$ cat config.mk
export PLATFORM = sky130hd
export DESIGN_NAME = rsa_modular_exponentiation_core
export DESIGN_NICKNAME = d
export VERILOG_FILES = /design/src/hw/rtl/rme_pkg.sv /design/src/hw/rtl/rme_mulmod.sv /design/src/hw/rtl/rsa_modular_exponentiation_core.sv
export SDC_FILE = /design/constraint.sdc
export NUM_CORES = 2
export LEC_CHECK = 0
export ABC_CLOCK_PERIOD_IN_PS = 15100
export BUFFER_PORTS_ARGS = -buffer_cell sky130_fd_sc_hd__buf_4
export CORE_MARGIN = 2
export CORE_UTILIZATION = 40
export CTS_BUF_LIST = sky130_fd_sc_hd__clkbuf_4
export CTS_CLUSTER_DIAMETER = 100
export DETAILED_ROUTE_END_ITERATION = 12
export GPL_ROUTABILITY_DRIVEN = 0
export HOLD_SLACK_MARGIN = 0.08
export PLACE_DENSITY = 0.65
export SYNTH_ARGS = -nofsm -noshare
export SYNTH_HDL_FRONTEND = slang
export SYNTH_SLANG_ARGS = --single-unit
$ cat constraint.sdc
create_clock -name clk -period 15.1 [get_ports clk]
set_input_delay 3.02 -clock clk [delete_from_list [all_inputs] [get_ports clk]]
set_output_delay 3.02 -clock clk [all_outputs]
set_load 0.05 [all_outputs]
$ cat src/hw/rtl/rme_pkg.sv
// shared types and constants of the rsa modular exponentiation core
package rme_pkg;

	// register indexes of the configuration port
	localparam logic [1:0] REG_MODULUS          = 2'd0;
	localparam logic [1:0] REG_PUBLIC_EXPONENT  = 2'd1;
	localparam logic [1:0] REG_PRIVATE_EXPONENT = 2'd2;

	// operation codes carried in tuser
	localparam logic OP_ENCRYPT = 1'b0;
	localparam logic OP_DECRYPT = 1'b1;

	// status of one modular multiplier
	typedef struct packed {
		logic busy;
		logic done;
	} mm_stat_t;

endpackage

$ cat src/hw/rtl/rme_mulmod.sv
// bit-serial modular multiplier, msb-first double and add, one modular add per cycle
module rme_mulmod #(
	parameter int W = 64
) (
	input  logic             clk,
	input  logic             arst_n,
	input  logic             start,
	input  logic [W-1:0]     a,
	input  logic [W-1:0]     b,
	input  logic [W-1:0]     m,
	output logic [W-1:0]     product,
	output rme_pkg::mm_stat_t stat
);

	localparam int CW = (W > 1) ? $clog2(W) : 1;

	logic [W-1:0]  a_q;
	logic [W-1:0]  b_q;
	logic [W-1:0]  m_q;
	logic [W-1:0]  acc_q;
	logic [CW-1:0] cnt_q;
	logic          phase_q;
	logic          busy_q;
	logic          done_q;

	logic [W-1:0]  addend;
	logic [W:0]    sum;
	logic [W+1:0]  diff;
	logic [W-1:0]  red;

	// shared modular adder: doubling in phase 0, add of a in phase 1
	always_comb begin
		addend = phase_q ? a_q : acc_q;
		sum    = {1'b0, acc_q} + {1'b0, addend};
		diff   = {1'b0, sum} - {2'b00, m_q};
		red    = diff[W+1] ? sum[W-1:0] : diff[W-1:0];
	end

	// operand registers, multiplier bits leave from the top of b_q
	always_ff @(posedge clk) begin
		if (start && !busy_q) begin
			a_q   <= a;
			b_q   <= b;
			m_q   <= m;
			acc_q <= '0;
		end else if (busy_q) begin
			if (!phase_q) begin
				acc_q <= red;
			end else begin
				if (b_q[W-1]) begin
					acc_q <= red;
				end
				b_q <= {b_q[W-2:0], 1'b0};
			end
		end
	end

	// bit counter and phase control
	always_ff @(posedge clk or negedge arst_n) begin
		if (!arst_n) begin
			busy_q  <= 1'b0;
			done_q  <= 1'b0;
			phase_q <= 1'b0;
			cnt_q   <= '0;
		end else begin
			done_q <= 1'b0;
			if (start && !busy_q) begin
				busy_q  <= 1'b1;
				phase_q <= 1'b0;
				cnt_q   <= CW'(W - 1);
			end else if (busy_q) begin
				phase_q <= !phase_q;
				if (phase_q) begin
					if (cnt_q == CW'(0)) begin
						busy_q <= 1'b0;
						done_q <= 1'b1;
					end else begin
						cnt_q <= cnt_q - CW'(1);
					end
				end
			end
		end
	end

	assign product   = acc_q;
	assign stat.busy = busy_q;
	assign stat.done = done_q;

endmodule

$ cat src/hw/rtl/rsa_modular_exponentiation_core.sv
// top level of the rsa modular exponentiation core
// Computes value^exponent mod modulus by right-to-left square-and-multiply, the exponent
// being public_exponent for encrypt and private_exponent for decrypt (decrypt keeps only
// the low 8 bits). Operands and registers are taken in their low OPERAND_BITS bits. One
// item is worked at a time. A modular product is formed in the bit-serial double-and-add
// multiplier; the base is first reduced by one such pass, then each exponent bit up to
// the highest set one is handled by one pass, with the square and the multiply running
// side by side in two multipliers. Modulus zero or one gives 0. The result sits in an
// output register, so the next item is taken while it waits.
module rsa_modular_exponentiation_core #(
	parameter int OPERAND_BITS = 64
) (
	input  logic        clk,
	input  logic        arst_n,
	// configuration writes
	input  logic        wr_en,
	input  logic [1:0]  wr_index,
	input  logic [63:0] wr_data,
	// input stream
	input  logic        s_axis_tvalid,
	output logic        s_axis_tready,
	input  logic [63:0] s_axis_tdata,   // [63:0] value
	input  logic [0:0]  s_axis_tuser,   // [0] operation
	// result stream
	output logic        m_axis_tvalid,
	input  logic        m_axis_tready,
	output logic [63:0] m_axis_tdata    // [63:0] result
);

	localparam int W = OPERAND_BITS;

	localparam logic [2:0] ST_IDLE   = 3'd0;
	localparam logic [2:0] ST_REDUCE = 3'd1;
	localparam logic [2:0] ST_CHECK  = 3'd2;
	localparam logic [2:0] ST_POW    = 3'd3;
	localparam logic [2:0] ST_DONE   = 3'd4;

	logic [2:0]   state_q;
	logic [W-1:0] mod_q;
	logic [W-1:0] pub_q;
	logic [W-1:0] priv_q;
	logic [W-1:0] base_q;
	logic [W-1:0] acc_q;
	logic [W-1:0] exp_q;
	logic         op_q;
	logic         out_valid_q;
	logic [63:0]  out_data_q;

	logic         in_xfer;
	logic         start_pow;
	logic         start_b;
	logic [W-1:0] one_m;
	logic [W-1:0] b_op_a;
	logic [W-1:0] b_op_b;
	logic [W-1:0] prod_a;
	logic [W-1:0] prod_b;
	logic [63:0]  res;
	logic         out_load;
	rme_pkg::mm_stat_t stat_a;
	rme_pkg::mm_stat_t stat_b;

	// configuration registers
	always_ff @(posedge clk or negedge arst_n) begin
		if (!arst_n) begin
			mod_q  <= W'(2);
			pub_q  <= W'(1);
			priv_q <= W'(1);
		end else if (wr_en) begin
			case (wr_index)
				rme_pkg::REG_MODULUS:          mod_q  <= wr_data[W-1:0];
				rme_pkg::REG_PUBLIC_EXPONENT:  pub_q  <= wr_data[W-1:0];
				rme_pkg::REG_PRIVATE_EXPONENT: priv_q <= wr_data[W-1:0];
				default: ;
			endcase
		end
	end

	// handshake and unit control
	always_comb begin
		s_axis_tready = (state_q == ST_IDLE);
		in_xfer       = s_axis_tvalid && s_axis_tready;
		start_pow     = (state_q == ST_CHECK) && (exp_q != '0);
		start_b       = in_xfer || start_pow;
		one_m         = {{(W-1){1'b0}}, (mod_q != W'(1))};
		b_op_a        = (state_q == ST_IDLE) ? one_m : base_q;
		b_op_b        = (state_q == ST_IDLE) ? s_axis_tdata[W-1:0] : base_q;
		res           = (op_q == rme_pkg::OP_DECRYPT) ? (64'(acc_q) & 64'hFF)
		                                              : 64'(acc_q);
		out_load      = (state_q == ST_DONE) && (!out_valid_q || m_axis_tready);
	end

	// multiply unit: accumulator times base
	rme_mulmod #(.W(W)) u_mul_acc (
		.clk     (clk),
		.arst_n  (arst_n),
		.start   (start_pow),
		.a       (acc_q),
		.b       (base_q),
		.m       (mod_q),
		.product (prod_a),
		.stat    (stat_a)
	);

	// square unit, also reduces the input value at the start of an item
	rme_mulmod #(.W(W)) u_mul_sq (
		.clk     (clk),
		.arst_n  (arst_n),
		.start   (start_b),
		.a       (b_op_a),
		.b       (b_op_b),
		.m       (mod_q),
		.product (prod_b),
		.stat    (stat_b)
	);

	// item working registers
	always_ff @(posedge clk) begin
		if (in_xfer) begin
			op_q  <= s_axis_tuser[0];
			exp_q <= (s_axis_tuser[0] == rme_pkg::OP_DECRYPT) ? priv_q : pub_q;
		end
		if ((state_q == ST_REDUCE) && stat_b.done) begin
			base_q <= prod_b;
			acc_q  <= (mod_q == '0) ? '0 : one_m;
		end
		if ((state_q == ST_POW) && stat_b.done) begin
			if (exp_q[0]) begin
				acc_q <= prod_a;
			end
			base_q <= prod_b;
			exp_q  <= exp_q >> 1;
		end
		if (out_load) begin
			out_data_q <= res;
		end
	end

	// sequencer
	always_ff @(posedge clk or negedge arst_n) begin
		if (!arst_n) begin
			state_q <= ST_IDLE;
		end else begin
			case (state_q)
				ST_IDLE: begin
					if (in_xfer) state_q <= ST_REDUCE;
				end
				ST_REDUCE: begin
					if (stat_b.done) state_q <= (mod_q == '0) ? ST_DONE : ST_CHECK;
				end
				ST_CHECK: begin
					state_q <= (exp_q != '0) ? ST_POW : ST_DONE;
				end
				ST_POW: begin
					if (stat_b.done) state_q <= ST_CHECK;
				end
				ST_DONE: begin
					if (out_load) state_q <= ST_IDLE;
				end
				default: state_q <= ST_IDLE;
			endcase
		end
	end

	// output register
	always_ff @(posedge clk or negedge arst_n) begin
		if (!arst_n) begin
			out_valid_q <= 1'b0;
		end else if (out_load) begin
			out_valid_q <= 1'b1;
		end else if (m_axis_tready) begin
			out_valid_q <= 1'b0;
		end
	end

	assign m_axis_tvalid = out_valid_q;
	assign m_axis_tdata  = out_data_q;

	// the two multipliers run in lockstep during the power loop
	a_lockstep: assert property (@(posedge clk) disable iff (!arst_n)
		stat_a.done |-> stat_b.done)
		else $error("multipliers out of step");

	// no multiplication is in flight when the next exponent bit is examined
	a_check_idle: assert property (@(posedge clk) disable iff (!arst_n)
		(state_q == ST_CHECK) |-> (!stat_a.busy && !stat_b.busy))
		else $error("multiplier busy at exponent check");

	// a delivered result is a residue of the modulus
	a_residue: assert property (@(posedge clk) disable iff (!arst_n)
		(m_axis_tvalid && (mod_q != '0)) |-> (m_axis_tdata < 64'(mod_q)))
		else $error("result not reduced");

	// the reduction pass keeps the square unit busy until it reports done
	a_reduce_busy: assert property (@(posedge clk) disable iff (!arst_n)
		((state_q == ST_REDUCE) && !stat_b.done) |-> stat_b.busy)
		else $error("reduction pass lost");

endmodule

# ---- Yosys cells after proc, flatten, opt, wreduce, memory -nomap -nowiden
# Index checks and enable logic that the tools add are counted.
dict set report word_totals {
  regBits 982
  out_inout_bits 66
  elab_cells 144
}
dict set report op_classes {
  add_sub_neg 6
  eq_ne 15
  muxes 58
  n_reduce_logical 37
}
# cell n
set op_table {}
lappend op_table {{64-bit 2-to-1 mux} 21}
lappend op_table {{65-bit by 64-bit subtractor with 66-bit output} 2}
lappend op_table {{64-bit by 64-bit adder with 65-bit output} 2}
lappend op_table {{63-bit 2-to-1 mux} 2}
lappend op_table {{64-bit zero test} 1}
lappend op_table {{64-bit by 1-bit != test with 1-bit output, second input constant} 1}
lappend op_table {{64-bit nonzero test} 1}
lappend op_table {{6-bit 2-to-1 mux} 8}
lappend op_table {{1-bit 2-to-1 mux} 20}
lappend op_table {{3-bit 2-to-1 mux} 6}
lappend op_table {{3-bit one-hot mux with 5 select lines} 1}
lappend op_table {{2-bit by 1-bit != test with 1-bit output, second input constant} 7}
lappend op_table {{2-bit AND reduction} 7}
lappend op_table {{2-bit nonzero test} 7}
lappend op_table {{6-bit zero test} 2}
lappend op_table {{6-bit by 1-bit subtractor with 6-bit output, second input constant} 2}
lappend op_table {{1-bit logical AND} 7}
lappend op_table {{3-bit by 2-bit equality test with 1-bit output, second input constant} 2}
lappend op_table {{3-bit AND reduction} 2}
lappend op_table {{1-bit zero test} 5}
lappend op_table {{4-bit AND reduction} 1}
lappend op_table {{3-bit by 1-bit equality test with 1-bit output, second input constant} 1}
lappend op_table {{3-bit equality test, second input constant} 1}
lappend op_table {{3-bit zero test} 1}
lappend op_table {{5 further kinds} 6}

# ---- Logic depth before layout (Yosys ltp)
dict set report logic_depth {
  depth_word 6
  ltp_mapped 30
}

# ---- By module
# From an unflattened synthesis, not the netlist that was laid out.
dict set report hier_totals {
  cells_unflattened 5501
  area_unflattened_um2 54976.5
}
# module n_inst cells_per_inst area_each_um2 seq_area_each_um2
set modules_own_cells {}
lappend modules_own_cells {{rme_mulmod (u_mul_sq)} 1 2099 18607.8 7272.0}
lappend modules_own_cells {rsa_modular_exponentiation_core 1 1371 18237.5 11975.2}
lappend modules_own_cells {{rme_mulmod (u_mul_acc)} 1 2031 18131.1 7272.0}

# ---- Worst setup path before layout
# No wires, ideal clock.
dict set report synth_path {
  path_kind {input port to flip-flop}
  startpoint {input s_axis_tvalid}
  endpoint {register u_mul_sq.a_q[0] (enable)}
  setup_ns 0.543
  arrival_ns 7.692
  t_required_ns 14.557
  setup_slack_ns 6.865
  cell_stages 7
  n_path_buf 3
  path_cell_list {and2_1 > clkbuf_1 > nor2_1 > or2_2 > clkbuf_1 > inv_1 > clkbuf_1}
}
dict set report synth_via {
  elab_chain_cells 3
}
# item line
set synth_lines {}
lappend synth_lines {{start: declaration} rsa_modular_exponentiation_core.sv:20} ;# input logic s_axis_tvalid,
lappend synth_lines {{1-bit logical AND} rsa_modular_exponentiation_core.sv:81} ;# in_xfer = s_axis_tvalid && s_axis_tready;
lappend synth_lines {{via in_xfer} rsa_modular_exponentiation_core.sv:49} ;# logic in_xfer;
lappend synth_lines {{1-bit logical OR} rsa_modular_exponentiation_core.sv:83} ;# start_b = in_xfer || start_pow;
lappend synth_lines {{1-bit logical AND} rme_mulmod.sv:41} ;# if (start && !busy_q) begin
lappend synth_lines {{end signal: assignment} rme_mulmod.sv:42} ;# a_q <= a;
lappend synth_lines {{end: declaration} rme_mulmod.sv:17} ;# logic [W-1:0] a_q;
# The timed path passes the listed nets, and every way through them passes these cells.
# A chain may end at the register's enable or synchronous reset.

# ---- Worst setup path in the final report
dict set report layout_path {
  startpoint {register u_mul_acc.phase_q}
  endpoint {register u_mul_acc.acc_q[58] (netlist: u_mul_acc.product[58])}
}
dict set report layout_via {
  elab_chain_cells 6
  elab_cells_between_ends 8
  classes_between {2 x add/sub; 1 x eq/ne; 4 x mux; 1 x reduce/logical}
}
# item line
set layout_lines {}
lappend layout_lines {{start: declaration} rme_mulmod.sv:22} ;# logic phase_q;
lappend layout_lines {{start signal: assignment} rme_mulmod.sv:72} ;# phase_q <= !phase_q;
lappend layout_lines {{64-bit 2-to-1 mux} rme_mulmod.sv:33} ;# addend = phase_q ? a_q : acc_q;
lappend layout_lines {{64-bit by 64-bit adder with 65-bit output} rme_mulmod.sv:34} ;# sum = {1'b0, acc_q} + {1'b0, addend};
lappend layout_lines {{65-bit by 64-bit subtractor with 66-bit output} rme_mulmod.sv:35} ;# diff = {1'b0, sum} - {2'b00, m_q};
lappend layout_lines {{64-bit 2-to-1 mux} rme_mulmod.sv:36} ;# red = diff[W+1] ? sum[W-1:0] : diff[W-1:0];
lappend layout_lines {{64-bit 2-to-1 mux} rme_mulmod.sv:50} ;# if (b_q[W-1]) begin
lappend layout_lines {{64-bit 2-to-1 mux} rme_mulmod.sv:47} ;# if (!phase_q) begin
lappend layout_lines {{end signal: assignment} rme_mulmod.sv:48} ;# acc_q <= red;
lappend layout_lines {{end signal: assignment} rme_mulmod.sv:51} ;# acc_q <= red;
lappend layout_lines {{end: declaration} rme_mulmod.sv:20} ;# logic [W-1:0] acc_q;
# Several ways; a longest one is shown, not always the timed one. The select of a mux whose other input is x is not followed.

==> run_results.csv <==
group,metric,value,unit
place,dpl.hpwl,109000,um
min_path,hold_class,"flip-flop to flip-flop",
cts,cts_setup_buffers,0,
synthesis,syn_nets,5736,
floorplan,core-area,134000,sq um
cts,clk_path_buf_depth,4,
critical_path,reg2reg_depth,26,
final_layout,nFillCells,12767,
floorplan,ios,202,
run_status,outcome,"completed",
floorplan,die_height,372,um
cts,cts-htree-levels,5,
routing,drt_first_pass_iters,6,
synthesis,synth_ff_type,"edfxtp_1",
sta,post-route-period-util,0.525,
power,seqPwrFrac,0.234,
critical_path,crit_path_max_fanout,49,
critical_path,max_stage_delay,0.73,ns
routing,vias,42229,
cts,tritoncts,"built",
cts,clock-root-buffer,"clkbuf_4",
final_layout,fin_nets,5966,
synthesis,synth_edf_count,576,
cts,clock_latency,1.27,ns
flow_run,max_cap_viol_count,0,
grt,grt_max_degree,108,
synthesis,ys_warn_count,0,
routing,first_iter_violations,3679,
floorplan,rows,134,
sta,rsz0062_at_grt,"false",
sta,worst_pin_slew,1.20,ns
sta,hold_violations,0,
final_layout,drive_gt1_frac,0.187,
sta,min_period,7.93,ns
synthesis,synth_cells,5338,
cts,numCtsBuffers,287,
power,pwr-share-clk,0.159,
power,cellPowerDensity,259,nW/um^2
cts,clk_transition_reported_paths,0.07,ns
critical_path,worstSetupEndpoint,"u_mul_acc.product[58]$_SDFFE_PP0P_",
sta,finalSetupViolCount,0,
synthesis,ys_seq_area_frac,0.490,
critical_path,end_kind,"flip-flop",
sta,timing.fmax,126,MHz
cts,clock_sinks,982,
floorplan,die_area,138000,sq um
power,p_sw_frac,0.466,
sta,slew_headroom,0.200,
synthesis,synth_area,54100,sq um
power,ir_drop,179,uV
critical_path,rr_endpoint,"u_mul_acc.product[58]$_SDFFE_PP0P_",
power,leakage,24.9,nW
power,total_power,15.7,mW
sta,finalClockSkew,0.125,ns
synthesis,syn_area_per_cell,10.1,sq um
critical_path,rr_startpoint,"u_mul_acc.phase_q$_DFFE_PN0P_",
critical_path,rrSetupSlack,7.17,ns
final_layout,final_cell_mix,"nand2_1, edfxtp_1, a21oi_1, clkbuf_4, o21ai_0",
critical_path,required,16.19,ns
critical_path,cp_slowest_cell,"dfrtp_2",
power,p_int,8.38,mW
routing,routed_via_density,5.59,
critical_path,crit_arrival,9.02,ns
grt,track_usage,0.217,
power,switchingPower,7.31,mW
critical_path,crit_start,"u_mul_acc.phase_q$_DFFE_PN0P_",
sta,drv_slew,0,
final_layout,area_growth,12.0,%
grt,grt-ovfl-total,0,
place,portBuffers,201,
critical_path,crit_type,"flip-flop to flip-flop",
power,power_frac_comb,0.607,
floorplan,start_util,0.405,
routing,route.detailed.drc,0,
sta,fin_tns_setup,0,ns
grt,grt_pass1_vias,40136,
cts,cts-hold-fix-buffers,0,
final_layout,mostFrequentLayoutCell,"nand2_1",
synthesis,ys_ff_latch,982,
synthesis,async_flop_share,0.217,
grt,grt_pass1_wl,234000,um
grt,antenna_found_initial,6,
routing,drt_wl_total,152000,um
floorplan,die_w,372,um
routing,final_antenna_net_count,0,
routing,drt-wirelength-per-cell,20.1,um
synthesis,synth_cell_type_count,93,
critical_path,start_kind,"flip-flop",
cts,cts_resized,0,
## per-layer routing
layer / GRT usage / wire length [um]
met1: 0.320 / 70800
met2: 0.308 / 63600
met3: 0.0460 / 12000
met4: 0.0858 / 5280
met5: 0 / 11
## cells in the mapped netlist (59+ instances only)
cell,n,share of area
nand2_1,686,0.048
edfxtp_1,576,0.32
a21oi_1,529,0.049
o21ai_0,390,0.036
mux2_2,322,0.067
nor2_1,281,0.019
ha_1,258,0.060
clkbuf_1,229,0.016
inv_1,213,0.015
dfrtp_1,210,0.097
dfxtp_1,193,0.071
nor2b_1,148,0.017
xnor2_1,143,0.023
a21o_1,124,0.017
mux2i_1,106,0.020
xor2_1,103,0.017
nand4_1,91,0.011
nand3_1,59,0.0055
## power by group through the flow
stage | combinational [mW] | clock, mW | sequential [mW]
after floorplan | 7.28 | 0 | 3.55
after global routing | 10.4 | 2.71 | 3.71
after detailed placement | 9.24 | 0 | 3.72
after CTS | 9.30 | 2.57 | 3.67
final | 9.52 | 2.50 | 3.68
after global placement | 9.15 | 0 | 3.71
## worst min path at each step
stage,startpoint,end,slack (ns),cells past startpoint
2_1_floorplan,acc_q[10]$_DFF_P_,u_mul_acc.a_q[10]$_DFFE_PP_,0.42,0
3_3_place_gp,acc_q[29]$_DFF_P_,u_mul_acc.a_q[29]$_DFFE_PP_,0.43,0
3_5_place_dp,acc_q[21]$_DFF_P_,u_mul_acc.a_q[21]$_DFFE_PP_,0.43,0
4_1_cts,acc_q[55]$_DFF_P_,u_mul_acc.a_q[55]$_DFFE_PP_,0.39,0
5_1_grt,acc_q[55]$_DFF_P_,u_mul_acc.a_q[55]$_DFFE_PP_,0.39,0
6_report,acc_q[55]$_DFF_P_,u_mul_acc.a_q[55]$_DFFE_PP_,0.39,0
## critical path, delay by kind of cell (launching register included)
kind                       cells  cell delay, ns
AOI/OAI and AO/OA             12            2.48
xor gates and xnor gates       1            0.29
buffers and inverters          3            1.27
adders and majority gates      2            0.79
DFF                            1            0.73
muxes                          1            0.41
and+or+nand+nor                7            1.68
## cell type report
type / instances / area [sq um] / share of cell area
repair buffers: 233 / 1760 / 0.0290
clock buffers: 417 / 3130 / 0.0517
inverters: 214 / 813 / 0.0134
flip-flops and latches: 982 / 26500 / 0.437
diodes: 8 / 20.0 / 0.000330
clock inverters: 76 / 433 / 0.00714
multi-input cells: 3850 / 25700 / 0.425
well taps: 1768 / 2210 / 0.0365
## stage by stage
step / hold slack (ns) / utilization / instances / cell area (sq um) / setup WS (ns)
2_1_floorplan: 0.422 / - / 5338 / 54100 / 6.86
6_report: 0.393 / 0.453 / 7548 / 60600 / 7.17
3_5_place_dp: 0.432 / 0.426 / 7047 / 57000 / 7.35
4_1_cts: 0.386 / 0.453 / 7540 / 60600 / 7.30
5_1_grt: 0.393 / 0.453 / 7546 / 60600 / 6.57
3_3_place_gp: 0.433 / 0.426 / 7047 / 57000 / 7.51
## logic make-up after synthesis
| logic type | after synthesis | synth area share |
|---|---|---|
| AND/OR/NAND/NOR | 1467 | 0.124 |
| adder cells (fa/ha/maj) | 262 | 0.0611 |
| AO/OA/AOI/OAI | 1447 | 0.163 |
| multiplexers | 428 | 0.0866 |
| buffers and inverters | 506 | 0.0366 |
| flip-flops | 982 | 0.490 |
| XOR/XNOR | 246 | 0.0398 |
Note: power is estimated with default switching activity, not from simulation.
